### config.mk
export PLATFORM = sky130hd
export DESIGN_NAME = broadcast_packet_validator
export DESIGN_NICKNAME = d
export VERILOG_FILES = /design/src/rtl/bpv_pkg.sv /design/src/rtl/bpv_front.sv /design/src/rtl/bpv_queue.sv /design/src/rtl/broadcast_packet_validator.sv
export SDC_FILE = /design/constraint.sdc
export NUM_CORES = 1
export LEC_CHECK = 0
export BUFFER_PORTS_ARGS = -buffer_cell sky130_fd_sc_hd__buf_2
export CORE_MARGIN = 5
export CORE_UTILIZATION = 25
export CTS_BUF_LIST = sky130_fd_sc_hd__clkbuf_8
export CTS_CLUSTER_SIZE = 14
export DETAILED_ROUTE_END_ITERATION = 8
export GPL_ROUTABILITY_DRIVEN = 0
export GPL_TIMING_DRIVEN = 1
export PLACE_DENSITY = 0.44
export SYNTH_ARGS = -nofsm -noshare
export SYNTH_HDL_FRONTEND = slang
export SYNTH_SLANG_ARGS = --single-unit
### constraint.sdc
create_clock -name clk_i -period 28.4 [get_ports clk_i]
set_input_delay 4.26 -clock clk_i [delete_from_list [all_inputs] [get_ports clk_i]]
set_output_delay 4.26 -clock clk_i [all_outputs]
set_load 0.03 [all_outputs]
### src/rtl/bpv_pkg.sv
// ----------------------------------------------------------------------------
// bpv_pkg
// Types, byte kinds, verdict codes and lookup functions for the validator.
// ----------------------------------------------------------------------------
`default_nettype none
package bpv_pkg;

  localparam logic [2:0] KIND_HEADER  = 3'd0;
  localparam logic [2:0] KIND_OPCODE  = 3'd1;
  localparam logic [2:0] KIND_STR1    = 3'd2;
  localparam logic [2:0] KIND_STR2    = 3'd3;
  localparam logic [2:0] KIND_NUM     = 3'd4;
  localparam logic [2:0] KIND_DATA    = 3'd5;
  localparam logic [2:0] KIND_SURPLUS = 3'd6;
  localparam logic [2:0] KIND_NONE    = 3'd0;

  localparam logic [2:0] VERDICT_OK       = 3'd0;
  localparam logic [2:0] VERDICT_BAD_SIG  = 3'd1;
  localparam logic [2:0] VERDICT_SIZE     = 3'd2;
  localparam logic [2:0] VERDICT_CRC      = 3'd3;
  localparam logic [2:0] VERDICT_MISFIT   = 3'd4;

  localparam int unsigned HdrLen     = 18;
  localparam int unsigned SigLen     = 14;
  localparam logic [10:0] PayloadMax = 11'd2047;
  localparam logic [3:0]  RowUnknown = 4'd9;

  typedef struct packed {
    logic [7:0] data_byte;
    logic       last_byte;
  } in_t;

  typedef struct packed {
    logic [7:0]  byte_value;
    logic [2:0]  byte_kind;
    logic        packet_end;
    logic [2:0]  verdict;
    logic [15:0] opcode;
    logic [63:0] file_size;
    logic [63:0] file_offset;
    logic [10:0] payload_length;
    logic [15:0] computed_crc;
  } out_t;

  function automatic logic [7:0] sig_byte(input logic [3:0] idx);
    logic [7:0] b;
    case (idx)
      4'd0:    b = 8'h42;
      4'd1:    b = 8'h43;
      4'd2:    b = 8'h4C;
      4'd3:    b = 8'h4F;
      4'd4:    b = 8'h4E;
      4'd5:    b = 8'h45;
      4'd6:    b = 8'h20;
      4'd7:    b = 8'h50;
      4'd8:    b = 8'h4B;
      4'd9:    b = 8'h47;
      4'd10:   b = 8'h20;
      4'd11:   b = 8'h76;
      4'd12:   b = 8'h31;
      default: b = 8'h00;
    endcase
    return b;
  endfunction

  // Field list for one opcode row; row 9 is any unknown opcode.
  function automatic logic [2:0] field_at(input logic [3:0] row, input logic [2:0] step);
    logic [2:0] k;
    k = KIND_NONE;
    if (step == 3'd0) begin
      if (row != RowUnknown) k = KIND_STR1;
    end else if (step == 3'd1) begin
      case (row)
        4'd1, 4'd2, 4'd3, 4'd6, 4'd8: k = KIND_STR2;
        4'd4, 4'd5:                   k = KIND_NUM;
        default:                      k = KIND_NONE;
      endcase
    end else if (step == 3'd2) begin
      case (row)
        4'd1, 4'd2, 4'd3, 4'd6, 4'd8: k = KIND_NUM;
        4'd4, 4'd5:                   k = KIND_DATA;
        default:                      k = KIND_NONE;
      endcase
    end else if (step == 3'd3) begin
      if (row == 4'd6) k = KIND_DATA;
    end
    return k;
  endfunction

  // Reflected CRC-16, polynomial 0x8005.
  function automatic logic [15:0] crc_update(input logic [15:0] crc, input logic [7:0] b);
    logic [15:0] c;
    c = crc ^ {8'h00, b};
    for (int i = 0; i < 8; i++) begin
      c = c[0] ? ((c >> 1) ^ 16'hA001) : (c >> 1);
    end
    return c;
  endfunction

endpackage
`default_nettype wire

### src/rtl/bpv_front.sv
// ----------------------------------------------------------------------------
// bpv_front
// Parse state: tag each accepted byte and build the result, verdict on last.
// ----------------------------------------------------------------------------
`default_nettype none
module bpv_front #(
  parameter int unsigned MAX_PACKET = 1024
) (
  input  wire logic           clk_i,
  input  wire logic           rst_ni,
  input  wire logic           accept_i,
  input  wire bpv_pkg::in_t   in_data_i,
  output bpv_pkg::out_t       result_o
);
  localparam int unsigned PW = $clog2(MAX_PACKET + 1);
  localparam int unsigned CW = ((PW > 17) ? PW : 17) + 1;

  logic [PW-1:0] pos_q, pos_d;
  logic          sig_q, sig_d;
  logic [15:0]   rcrc_q, rcrc_d, blen_q, blen_d, crc_q, crc_d, opc_q, opc_d;
  logic [2:0]    step_q, step_d;
  logic [3:0]    nbc_q, nbc_d;
  logic [63:0]   acc_q, acc_d;
  logic [10:0]   pay_q, pay_d;
  logic          misfit_q, misfit_d, over_q, over_d;

  logic [7:0]  b;
  logic [2:0]  kind, fk, end_k;
  logic [3:0]  row, end_row;
  logic        num_done, fits;
  logic [2:0]  verdict;

  always_comb begin
    b = in_data_i.data_byte;
    pos_d = pos_q; sig_d = sig_q; rcrc_d = rcrc_q; blen_d = blen_q;
    crc_d = crc_q; opc_d = opc_q; step_d = step_q; nbc_d = nbc_q;
    acc_d = acc_q; pay_d = pay_q; misfit_d = misfit_q; over_d = over_q;
    kind = bpv_pkg::KIND_SURPLUS;
    row = (opc_q <= 16'd8) ? opc_q[3:0] : bpv_pkg::RowUnknown;
    fk = bpv_pkg::field_at(row, step_q);

    if (over_q || (pos_q >= PW'(MAX_PACKET))) begin
      over_d = 1'b1;
    end else begin
      pos_d = pos_q + PW'(1);
      if (pos_q < PW'(bpv_pkg::SigLen)) begin
        if (b != bpv_pkg::sig_byte(pos_q[3:0])) sig_d = 1'b0;
        kind = bpv_pkg::KIND_HEADER;
      end else if (pos_q < PW'(16)) begin
        rcrc_d = {rcrc_q[7:0], b};
        kind = bpv_pkg::KIND_HEADER;
      end else if (pos_q < PW'(bpv_pkg::HdrLen)) begin
        blen_d = {blen_q[7:0], b};
        kind = bpv_pkg::KIND_HEADER;
      end else if (CW'(pos_q) >= CW'(bpv_pkg::HdrLen) + CW'(blen_q)) begin
        kind = bpv_pkg::KIND_SURPLUS;
      end else begin
        crc_d = bpv_pkg::crc_update(crc_q, b);
        if (pos_q < PW'(bpv_pkg::HdrLen + 2)) begin
          opc_d = {opc_q[7:0], b};
          kind = bpv_pkg::KIND_OPCODE;
        end else begin
          kind = fk;
          case (fk)
            bpv_pkg::KIND_NONE: begin
              misfit_d = 1'b1;
              kind = bpv_pkg::KIND_SURPLUS;
            end
            bpv_pkg::KIND_STR1, bpv_pkg::KIND_STR2: begin
              if (b == 8'h00) step_d = step_q + 3'd1;
            end
            bpv_pkg::KIND_NUM: begin
              acc_d = {acc_q[55:0], b};
              if (nbc_q == 4'd7) begin
                nbc_d = 4'd0;
                step_d = step_q + 3'd1;
              end else begin
                nbc_d = nbc_q + 4'd1;
              end
            end
            default: begin
              if (pay_q < bpv_pkg::PayloadMax) pay_d = pay_q + 11'd1;
            end
          endcase
        end
      end
    end

    // End-of-datagram verdict on the updated state.
    end_row = (opc_d <= 16'd8) ? opc_d[3:0] : bpv_pkg::RowUnknown;
    end_k = bpv_pkg::field_at(end_row, step_d);
    num_done = 1'b0;
    for (int i = 0; i < 4; i++) begin
      if ((3'(i) < step_d) && (bpv_pkg::field_at(end_row, 3'(i)) == bpv_pkg::KIND_NUM))
        num_done = 1'b1;
    end
    fits = !misfit_d && (blen_d >= 16'd2) &&
           ((end_k == bpv_pkg::KIND_NONE) || (end_k == bpv_pkg::KIND_DATA));
    if (!sig_d) verdict = bpv_pkg::VERDICT_BAD_SIG;
    else if (over_d || (CW'(pos_d) != CW'(bpv_pkg::HdrLen) + CW'(blen_d)))
      verdict = bpv_pkg::VERDICT_SIZE;
    else if (crc_d != rcrc_d) verdict = bpv_pkg::VERDICT_CRC;
    else if (!fits) verdict = bpv_pkg::VERDICT_MISFIT;
    else verdict = bpv_pkg::VERDICT_OK;

    result_o = '0;
    result_o.byte_value = b;
    result_o.byte_kind  = kind;
    if (in_data_i.last_byte) begin
      result_o.packet_end     = 1'b1;
      result_o.verdict        = verdict;
      result_o.opcode         = opc_d;
      result_o.payload_length = pay_d;
      result_o.computed_crc   = crc_d;
      if (num_done) begin
        if (end_row == 4'd4 || end_row == 4'd5 || end_row == 4'd6)
          result_o.file_offset = acc_d;
        else
          result_o.file_size = acc_d;
      end
    end
  end

  always_ff @(posedge clk_i or negedge rst_ni) begin
    if (!rst_ni) begin
      pos_q <= '0; sig_q <= 1'b1; rcrc_q <= '0; blen_q <= '0; crc_q <= '0;
      opc_q <= '0; step_q <= '0; nbc_q <= '0; acc_q <= '0; pay_q <= '0;
      misfit_q <= 1'b0; over_q <= 1'b0;
    end else if (accept_i) begin
      if (in_data_i.last_byte) begin
        // clear for the next datagram
        pos_q <= '0; sig_q <= 1'b1; rcrc_q <= '0; blen_q <= '0; crc_q <= '0;
        opc_q <= '0; step_q <= '0; nbc_q <= '0; acc_q <= '0; pay_q <= '0;
        misfit_q <= 1'b0; over_q <= 1'b0;
      end else begin
        pos_q <= pos_d; sig_q <= sig_d; rcrc_q <= rcrc_d; blen_q <= blen_d;
        crc_q <= crc_d; opc_q <= opc_d; step_q <= step_d; nbc_q <= nbc_d;
        acc_q <= acc_d; pay_q <= pay_d; misfit_q <= misfit_d; over_q <= over_d;
      end
    end
  end
endmodule
`default_nettype wire

### src/rtl/bpv_queue.sv
// ----------------------------------------------------------------------------
// bpv_queue
// Two-entry result queue between the parser and the output port.
// ----------------------------------------------------------------------------
`default_nettype none
module bpv_queue (
  input  wire logic          clk_i,
  input  wire logic          rst_ni,
  input  wire logic          push_i,
  input  wire bpv_pkg::out_t push_data_i,
  output logic               full_o,
  output logic               valid_o,
  input  wire logic          pop_i,
  output bpv_pkg::out_t      data_o
);
  bpv_pkg::out_t mem_q [2];
  logic          wr_q, rd_q;
  logic [1:0]    cnt_q;

  assign full_o  = (cnt_q == 2'd2);
  assign valid_o = (cnt_q != 2'd0);
  assign data_o  = mem_q[rd_q];

  always_ff @(posedge clk_i) begin
    if (push_i) mem_q[wr_q] <= push_data_i;
  end

  always_ff @(posedge clk_i or negedge rst_ni) begin
    if (!rst_ni) begin
      wr_q <= 1'b0; rd_q <= 1'b0; cnt_q <= 2'd0;
    end else begin
      if (push_i) wr_q <= ~wr_q;
      if (pop_i)  rd_q <= ~rd_q;
      if (push_i && !pop_i)      cnt_q <= cnt_q + 2'd1;
      else if (!push_i && pop_i) cnt_q <= cnt_q - 2'd1;
    end
  end
endmodule
`default_nettype wire

### src/rtl/broadcast_packet_validator.sv
// Each result is registered in the queue when its byte is accepted.
// Throughput: one byte per cycle unless in_stall_o is high; the parser updates
// all state in one step and a two-entry queue decouples it from output stalls.
// Reset: asynchronous active-low; clears the parse state and empties the queue.
// ----------------------------------------------------------------------------
// broadcast_packet_validator
// Byte-wise datagram checker: signature, size, CRC-16 and field walk.
// ----------------------------------------------------------------------------
`default_nettype none
module broadcast_packet_validator #(
  parameter int unsigned MAX_PACKET = 1024
) (
  input  wire logic          clk_i,
  input  wire logic          rst_ni,
  input  wire logic          in_valid_i,
  output logic               in_stall_o,
  input  wire bpv_pkg::in_t  in_data_i,
  output logic               out_valid_o,
  input  wire logic          out_stall_i,
  output bpv_pkg::out_t      out_data_o
);
  logic          accept, full;
  bpv_pkg::out_t result;

  // Hold input while the queue is full; accept otherwise.
  assign in_stall_o = full;
  assign accept     = in_valid_i && !full;

  bpv_front #(.MAX_PACKET(MAX_PACKET)) u_front (
    .clk_i     (clk_i),
    .rst_ni    (rst_ni),
    .accept_i  (accept),
    .in_data_i (in_data_i),
    .result_o  (result)
  );

  // Advance results to the port; drop from the queue once taken.
  bpv_queue u_queue (
    .clk_i       (clk_i),
    .rst_ni      (rst_ni),
    .push_i      (accept),
    .push_data_i (result),
    .full_o      (full),
    .valid_o     (out_valid_o),
    .pop_i       (out_valid_o && !out_stall_i),
    .data_o      (out_data_o)
  );

`ifndef SYNTHESIS
  a_push_visible: assert property (@(posedge clk_i) disable iff (!rst_ni)
    accept |=> out_valid_o) else $error("accepted request missing from queue");
  a_midpacket_zero: assert property (@(posedge clk_i) disable iff (!rst_ni)
    (out_valid_o && !out_data_o.packet_end) |->
    (out_data_o.verdict == bpv_pkg::VERDICT_OK && out_data_o.file_size == 64'd0))
    else $error("verdict fields set before packet end");
  a_kind_range: assert property (@(posedge clk_i) disable iff (!rst_ni)
    out_valid_o |-> (out_data_o.byte_kind <= bpv_pkg::KIND_SURPLUS))
    else $error("illegal byte kind");
`endif
endmodule
`default_nettype wire
==> summary.md, run 1 <==
| Metric | Value |
|---|---|
| Final Hold Viols | 0 |
| Largest family of logic cells by synthesized area | multiplexers |
| R2R setup slack | 22.63 ns |
| Largest net degree at the start of global routing | between 100 and 150 |
| Worst hold path class | flop to flop |
| Most used cell, CP | buf_4 |
| TritonCTS clock tree | built |
| PortBufs | 200 |
| R2R depth | 16 |
| I/O pin count | 201 |
| Fin worst setup slack | 19.96 ns |
| First-pass GRT wire length | 114000 um |
| Post-Route Skew | between 0.03 and 0.04 ns |
| Max incr delay on CP | ~0.97 ns |
| Worst VDD drop | 0.0000508 V |
| Drt initial violations | approximately 1300 |
| Synth-to-layout area growth | 16.4% |
| Util after Layout | 29.3% |
| Register area share after synthesis | between 50% and 60% |
| Achievable frequency | between 0.1 and 0.15 GHz |
| Starting Density | 25.1% |
| Die W | 332 um |
| Kind of critical path | flop to primary output |
| #FFs+latches synth | ~540 |
| Post-CTS resize count | 0 |
| Crit path depth | 4 |
| Clock sinks | 536 |
| Slew Viols, Final | 0 |
| Share of cells above drive strength 1 | 25.8% |
| Minimum clock period | 8.44 ns |
| Post-synthesis cell type count | 79 |
| PwrDens | between 100 and 150 mW/mm^2 |
| Post-CTS Hold Fix Bufs | 0 |
| Post-Syn Instances | 2127 |
| Commonest non-fill, non-tap cell in the layout | edfxtp_1 |
| EDFF count, synth | 372 |
| Reg clk slew, reported paths | 0.06 ns |
| H-tree levels | 3 |
| Row count | 118 |
| Total Routing Usage GR | around an eighth |
| Core Area | 0.103 mm^2 |
| Clk root buf | clkbuf_8 |
| Crit-path slowest cell | dfrtp_4 |
| RSZ-0062 raised after global routing | no |
| Syn nets | approximately 2200 |
| WP buf/inv | 3 |
| Post-CTS setup buffers | 0 |
| Data required time of the critical path | 24.14 ns |
| Via Count | 17500 |
| CP cell instances | buf_4 > buf_4 > mux2_2 > buf_2 |
| Pleak | about 11 nW |
| Synth warn | 0 |
| WP data arrival | 4.18 ns |
| DPL Wire Length | 47900 um |
| Xor and xnor area share after synthesis | 3.09% |
| Final period utilization | 29.7% |
| DRC | 0 |
| Max clock buf depth | 3 |
| Crit path max fanout | ~70 |
| Mean number of vias per cell | around 4.6 |
| Synth Area in Compound Gates | under 10% |
| Setup-failing EPs final | 0 |
| Hold Crit Depth | 1 |
| Syn Std Cell Area | 0.0260 mm^2 |
| Final hold slack | 0.487 ns |
| Syn Area/Cell | 12.2 um^2 |
| Initial antenna violation count | 1 |
| Antenna Violating Nets Remaining | 0 |
| Max Cap Viol | 0 |
| Worst-Margin Slew | between 1 and 1.5 ns |
| Post-synthesis mux area share | about an eighth |
| Crit. End Element | primary output |
| Setup WS pre-CTS | about 20 ns |
| Async set-reset flop share out of synthesis | a little under a third |
| Worst setup SP type | flop |
| WL final | 75400 um |
| Chip Height | 332 um |
| Delay-heaviest family, CP | buffers and inverters |
| Worst skew pair latency | 0.74 ns |
| Setup TNS | 0 ns |
| Vias in the first global route | ~18000 |
| Total CTS buffers | 103 |
| GRT Residual Overflow | 0 |
| Rel. slew slack | a little under a fifth |
| Status | finished clean |
| DRT Pass-1 Iters | 6 |
| Simple-Gate Fraction of Synth Area | 10.7% |
| Most frequent cells in the layout | edfxtp_1, nand2_1, buf_2 |
| Post-Synth Adder-Cell Area | around 1.4% |
| Top_reg_cell synth | edfxtp_1 |
| FILL cells | ~11000 |
| Die Area | between 0.1 and 0.15 mm^2 |
| Tot Pwr | 3.14 mW |
| WL/cell | 20.0 um |
| Nets | about 2300 |
-- final timing paths --
kind,startpoint,to
max in group asynchronous,rst_ni,u_queue.rd_q$_DFFE_PN0P_
min reg2reg,u_queue.cnt_q[1]$_DFFE_PN0P_,u_queue.cnt_q[1]$_DFFE_PN0P_
min,u_queue.cnt_q[1]$_DFFE_PN0P_,u_queue.cnt_q[1]$_DFFE_PN0P_
max,u_queue.rd_q$_DFFE_PN0P_,out_data_o[173]
min in group asynchronous,rst_ni,u_front.crc_q[10]$_DFFE_PN0P_
max reg2reg,u_front.blen_q[1]$_DFFE_PN0P_,u_queue.mem_q[0][141]$_DFFE_PP_
-- sequential cells by signal, indices dropped and copies added (netlist names) --
name	cells
u_queue.mem_q	372
u_front.acc_q	64
u_front.blen_q	16
u_front.crc_q	16
u_front.opc_q	16
u_front.rcrc_q	16
u_front.pay_q	11
u_front.pos_q	11
u_front.nbc_q	4
u_front.step_q	3
u_queue.cnt_q	2
u_front.misfit_q	1
u_front.over_q	1
u_front.sig_q	1
u_queue.rd_q	1
u_queue.wr_q	1
-- cell usage after synthesis (all sizes together), types with 5 or more instances --
library cell    n  area (um^2)
nand2b         11         68.8
buf            53          340
mux2i         117         1170
clkbuf         98          368
nand3          27          135
a21boi         17          128
o22ai          13         81.3
inv            23         86.3
and2            5         31.3
xor2           34          298
nor2b           6         37.5
a21oi          66          334
nor2          208         1010
a22oi         101          758
a211oi          5         42.5
nor4           20          176
ha             29          363
edfxtp        372        11200
nand4          17          106
or3             7         43.8
xnor2          55          482
dfrtp         163         4080
mux2          196         2210
o21ai         155          776
a22o            5         43.8
nand2         230          863
nor3           19         95.1
and3            5         31.3
-- area by class of cell --
cell class | count | area [um^2] | area share, %
Clock buffer | 109 | 1500 | 4.96
Tap cell | 1380 | 1730 | 5.71
Multi-Input combinational cell | 1416 | 9950 | 32.9
Antenna cell | 3 | 7.51 | 0.0248
Inverter | 24 | 90.1 | 0.298
Sequential cell | 536 | 15300 | 50.5
Timing Repair Buffer | 219 | 1180 | 3.90
Clock inverter | 85 | 513 | 1.70
-- report_power, final --
group / switching [mW] / leakage [nW] / internal, mW
sequential: 0.127 / 5.77 / 1.05
clock: 0.354 / 1.15 / 0.395
combinational: 0.807 / 4.55 / 0.407
total: 1.29 / 11.5 / 1.85
-- logic make-up (layout without fill, tap and decap cells) --
| group | Yosys count | after routing |
|---|---|---|
| adders and majority gates | 30 | 30 |
| buffers and inverters | 175 | 437 |
| and+or+nand+nor | 577 | 577 |
| muxes | 314 | 314 |
| xor gates and xnor gates | 90 | 90 |
| DFF | 536 | 536 |
| AOI/OAI and AO/OA | 405 | 405 |
| other | 0 | 3 |
-- per-stage QoR --
step | instances | area (um^2)
after floorplan | 2127 | 26000
after global placement | 3575 | 28200
after detailed placement | 3575 | 28200
after CTS | 3769 | 30200
after global routing | 3770 | 30200
final | 3772 | 30200
-- layer usage --
layer  part of all wire, %  GRT usage (%)  vias up  routed length (um)
met1                    44           17.0     8745               33000
met4                   2.6           3.97        0                1930
met5                     0              0        -                   0
met2                    49           22.3      474               36600
met3                   5.1           3.00      127                3830
li1                      -              -     8180                   -
Note: power is estimated with default switching activity, not from simulation.
==> inputs of run 2 (changes only) <==
==> constraint.sdc (replaced) <==
create_clock -name clk_i -period 8.1 [get_ports clk_i]
set_input_delay 1.215 -clock clk_i [delete_from_list [all_inputs] [get_ports clk_i]]
set_output_delay 1.215 -clock clk_i [all_outputs]
set_load 0.03 [all_outputs]
==> run 2 against run 1 <==
Flip-flop and latch count unchanged. Register-to-register slack got worse by 20 ns. Critical path depth increased by 10. Utilization increased by 0.16 points. Critical path type is now flop to flop.
==> summary.md, run 2 (same netlist as run 1, synthesis figures left out) <==
| Metric | Value |
|---|---|
| Top reg by flops | u_queue.mem_q |
| Antenna Violating Nets Remaining | 0 (unchanged) |
| Clock sinks | 536 (unchanged) |
| Crit-path slowest cell | buf_4 |
| Die W | 332 um (unchanged) |
| Final period utilization | 68.3% |
| Setup-failing EPs final | 0 (unchanged) |
| Via Count | 17500 (+0.017%) |
| Minimum clock period | 5.54 ns |
| Rel. slew slack | 22.4% (+3.8 points) |
| Clk root buf | clkbuf_8 |
| Inst Count DP | 3583 (+0.22%) |
| Drt initial violations | 1234 (-5.3%) |
| Worst VDD drop | 0.000267 V (+430%) |
| DPL Wire Length | 48500 um (+1.3%) |
| Final Hold Viols | 0 (unchanged) |
| Max reg flops | 372 (unchanged) |
| PortBufs | 200 (unchanged) |
| PwrDens | 365 mW/mm^2 (+250%) |
| DRT Pass-1 Iters | 7 (+1) |
| Internal power | 6.59 mW (+260%) |
| Status | finished clean |
| Post-route cell area | 0.0304 mm^2 (+0.55%) |
| Max Cap Viol | 0 (unchanged) |
| I/O pin count | 201 (unchanged) |
| Core Area | 0.103 mm^2 (unchanged) |
| Layout Cells excl Fill | 3778 (+0.16%) |
| Crit. End Element | flop |
| Slew Viols, Final | 0 (unchanged) |
| Worst setup SP type | flop |
| Initial antenna violation count | 7 (+6) |
| Largest net degree at the start of global routing | 121 (-14%) |
| Nets | 2348 (+0.26%) |
| Post-Route Skew | 0.0534 ns (+0.0196 ns) |
| WL/cell | 20.1 um (+0.74%) |
| Total CTS buffers | 101 (-1.9%) |
| Pleak | 11.6 nW (+1.1%) |
| Post-CTS setup buffers | 0 (unchanged) |
| WP data arrival | 5.98 ns (+1.80 ns) |
| TritonCTS clock tree | built |
| H-tree levels | 3 (unchanged) |
| Reg clk slew, reported paths | 0.06 ns (about the same) |
| Row count | 118 (unchanged) |
| Commonest non-fill, non-tap cell in the layout | edfxtp_1 |
| First-pass GRT wire length | 115000 um (+0.76%) |
| Share of cells above drive strength 1 | 26.3% (+0.48 points) |
| Synth-to-layout area growth | 17.1% |
| Worst hold path class | flop to flop |
| Starting Density | 25.1% (unchanged) |
| Crit path max fanout | 72 (+4.3%) |
| Most used cell, CP | buf_4 |
| Vias in the first global route | 18100 (+0.88%) |
| Kind of critical path | flop to flop |
| Switching Power | 4.51 mW (+250%) |
| Combinational power share | 38.9% (+0.3 points) |
| Clock power frac | 24.1% (+0.3 points) |
| Worst-Margin Slew | 1.16 ns (-0.0526 ns) |
| Max clock buf depth | 3 (unchanged) |
| Worst skew pair latency | 0.75 ns (about the same) |
| Net Sw Frac | 40.7% (-0.32 points) |
| RSZ-0062 raised after global routing | no |
| Chip Height | 332 um (unchanged) |
| Biggest regs | u_queue.mem_q x372, u_front.acc_q x64 |
| DRC | 0 (unchanged) |
| Post-CTS Hold Fix Bufs | 0 (unchanged) |
| Setup TNS | 0 ns (unchanged) |
| WL final | 76100 um (+0.90%) |
| Max incr delay on CP | 0.90 ns (-0.07 ns) |
| Sequential power share | 37.0% (-0.5 points) |
| Post-CTS resize count | 0 (unchanged) |
| Placed Instance Area | 0.0283 mm^2 (+0.33%) |
| Data required time of the critical path | 8.55 ns (-15.59 ns) |
| Mean number of vias per cell | 4.64 (-0.14%) |
| Total Routing Usage GR | 13.3% (+0.12 points) |
| Achievable frequency | 0.181 GHz |
| Most frequent cells in the layout | edfxtp_1, nand2_1, buf_2 |
| GRT Residual Overflow | 0 (unchanged) |
| Die Area | 0.110 mm^2 (unchanged) |
| CP cell instances | ha_1 > a21oi_1 > xor2_1 > ha_1 > nand4_1 > o21ai_0 > a211o_1 > a21oi_2 > buf_4 > nand4_1 > buf_4 > buf_4 > mux2i_1 > nor2_1 |
[run 2: layout make-up]
cell class / instances / area [um^2]
fill: 10700 / 72900
sequential: 536 / 15300
multi-input combinational: 1416 / 9960
tap: 1380 / 1730
clock buffer: 121 / 1670
timing repair buffer: 227 / 1260
clock inverter: 71 / 422
inverter: 24 / 90.1
antenna: 3 / 7.51
[run 2: power groups by stage]
stage | registers [mW] | clock network, mW | logic, mW
CTS | 4.12 | 2.79 | 4.43
global route | 4.19 | 2.91 | 4.67
detailed placement | 4.17 | 0 | 4.41
finish | 4.11 | 2.67 | 4.31
global placement | 4.14 | 0 | 4.39
floorplan | 4.03 | 0 | 3.17
[run 2: routing by layer]
layer / GRT usage (%) / routed length (um)
met5: 0 / 0
met4: 4.69 / 2290
met3: 2.60 / 3740
met2: 22.0 / 36100
met1: 17.6 / 34000
[run 2: final timing paths]
path	depth (start not counted)	slack, ns	endpoint	startpoint
max	14	2.56	u_queue.mem_q[1][82]$_DFFE_PP_	u_front.blen_q[1]$_DFFE_PN0P_
min	1	0.49	u_queue.cnt_q[1]$_DFFE_PN0P_	u_queue.cnt_q[1]$_DFFE_PN0P_
max reg2reg	14	2.56	u_queue.mem_q[1][82]$_DFFE_PP_	u_front.blen_q[1]$_DFFE_PN0P_
min reg2reg	1	0.49	u_queue.cnt_q[1]$_DFFE_PN0P_	u_queue.cnt_q[1]$_DFFE_PN0P_
max in group asynchronous	2	5.92	u_queue.rd_q$_DFFE_PN0P_	rst_ni
min in group asynchronous	1	0.62	u_front.crc_q[7]$_DFFE_PN0P_	rst_ni
[run 2: critical path, delay by kind of cell (launching register included)]
kind,cells,cell delay [ns]
AO/OA/AOI/OAI,4,1.27
buffers and inverters,3,1.78
XOR/XNOR,1,0.17
flip-flops,1,0.48
adder cells (fa/ha/maj),2,0.63
multiplexers,1,0.48
AND/OR/NAND/NOR,3,0.32
[run 2: stage by stage]
step                      hold WS (ns)  setup slack [ns]  total power [mW]  utilization, %
final                            0.494              2.56              11.1            29.4
after global routing             0.521              2.24              11.8            29.4
after global placement           0.474              2.57              8.54            27.4
after floorplan                  0.457             0.919              7.20               -
after CTS                        0.495              2.61              11.3            29.4
after detailed placement         0.486              2.57              8.58            27.4
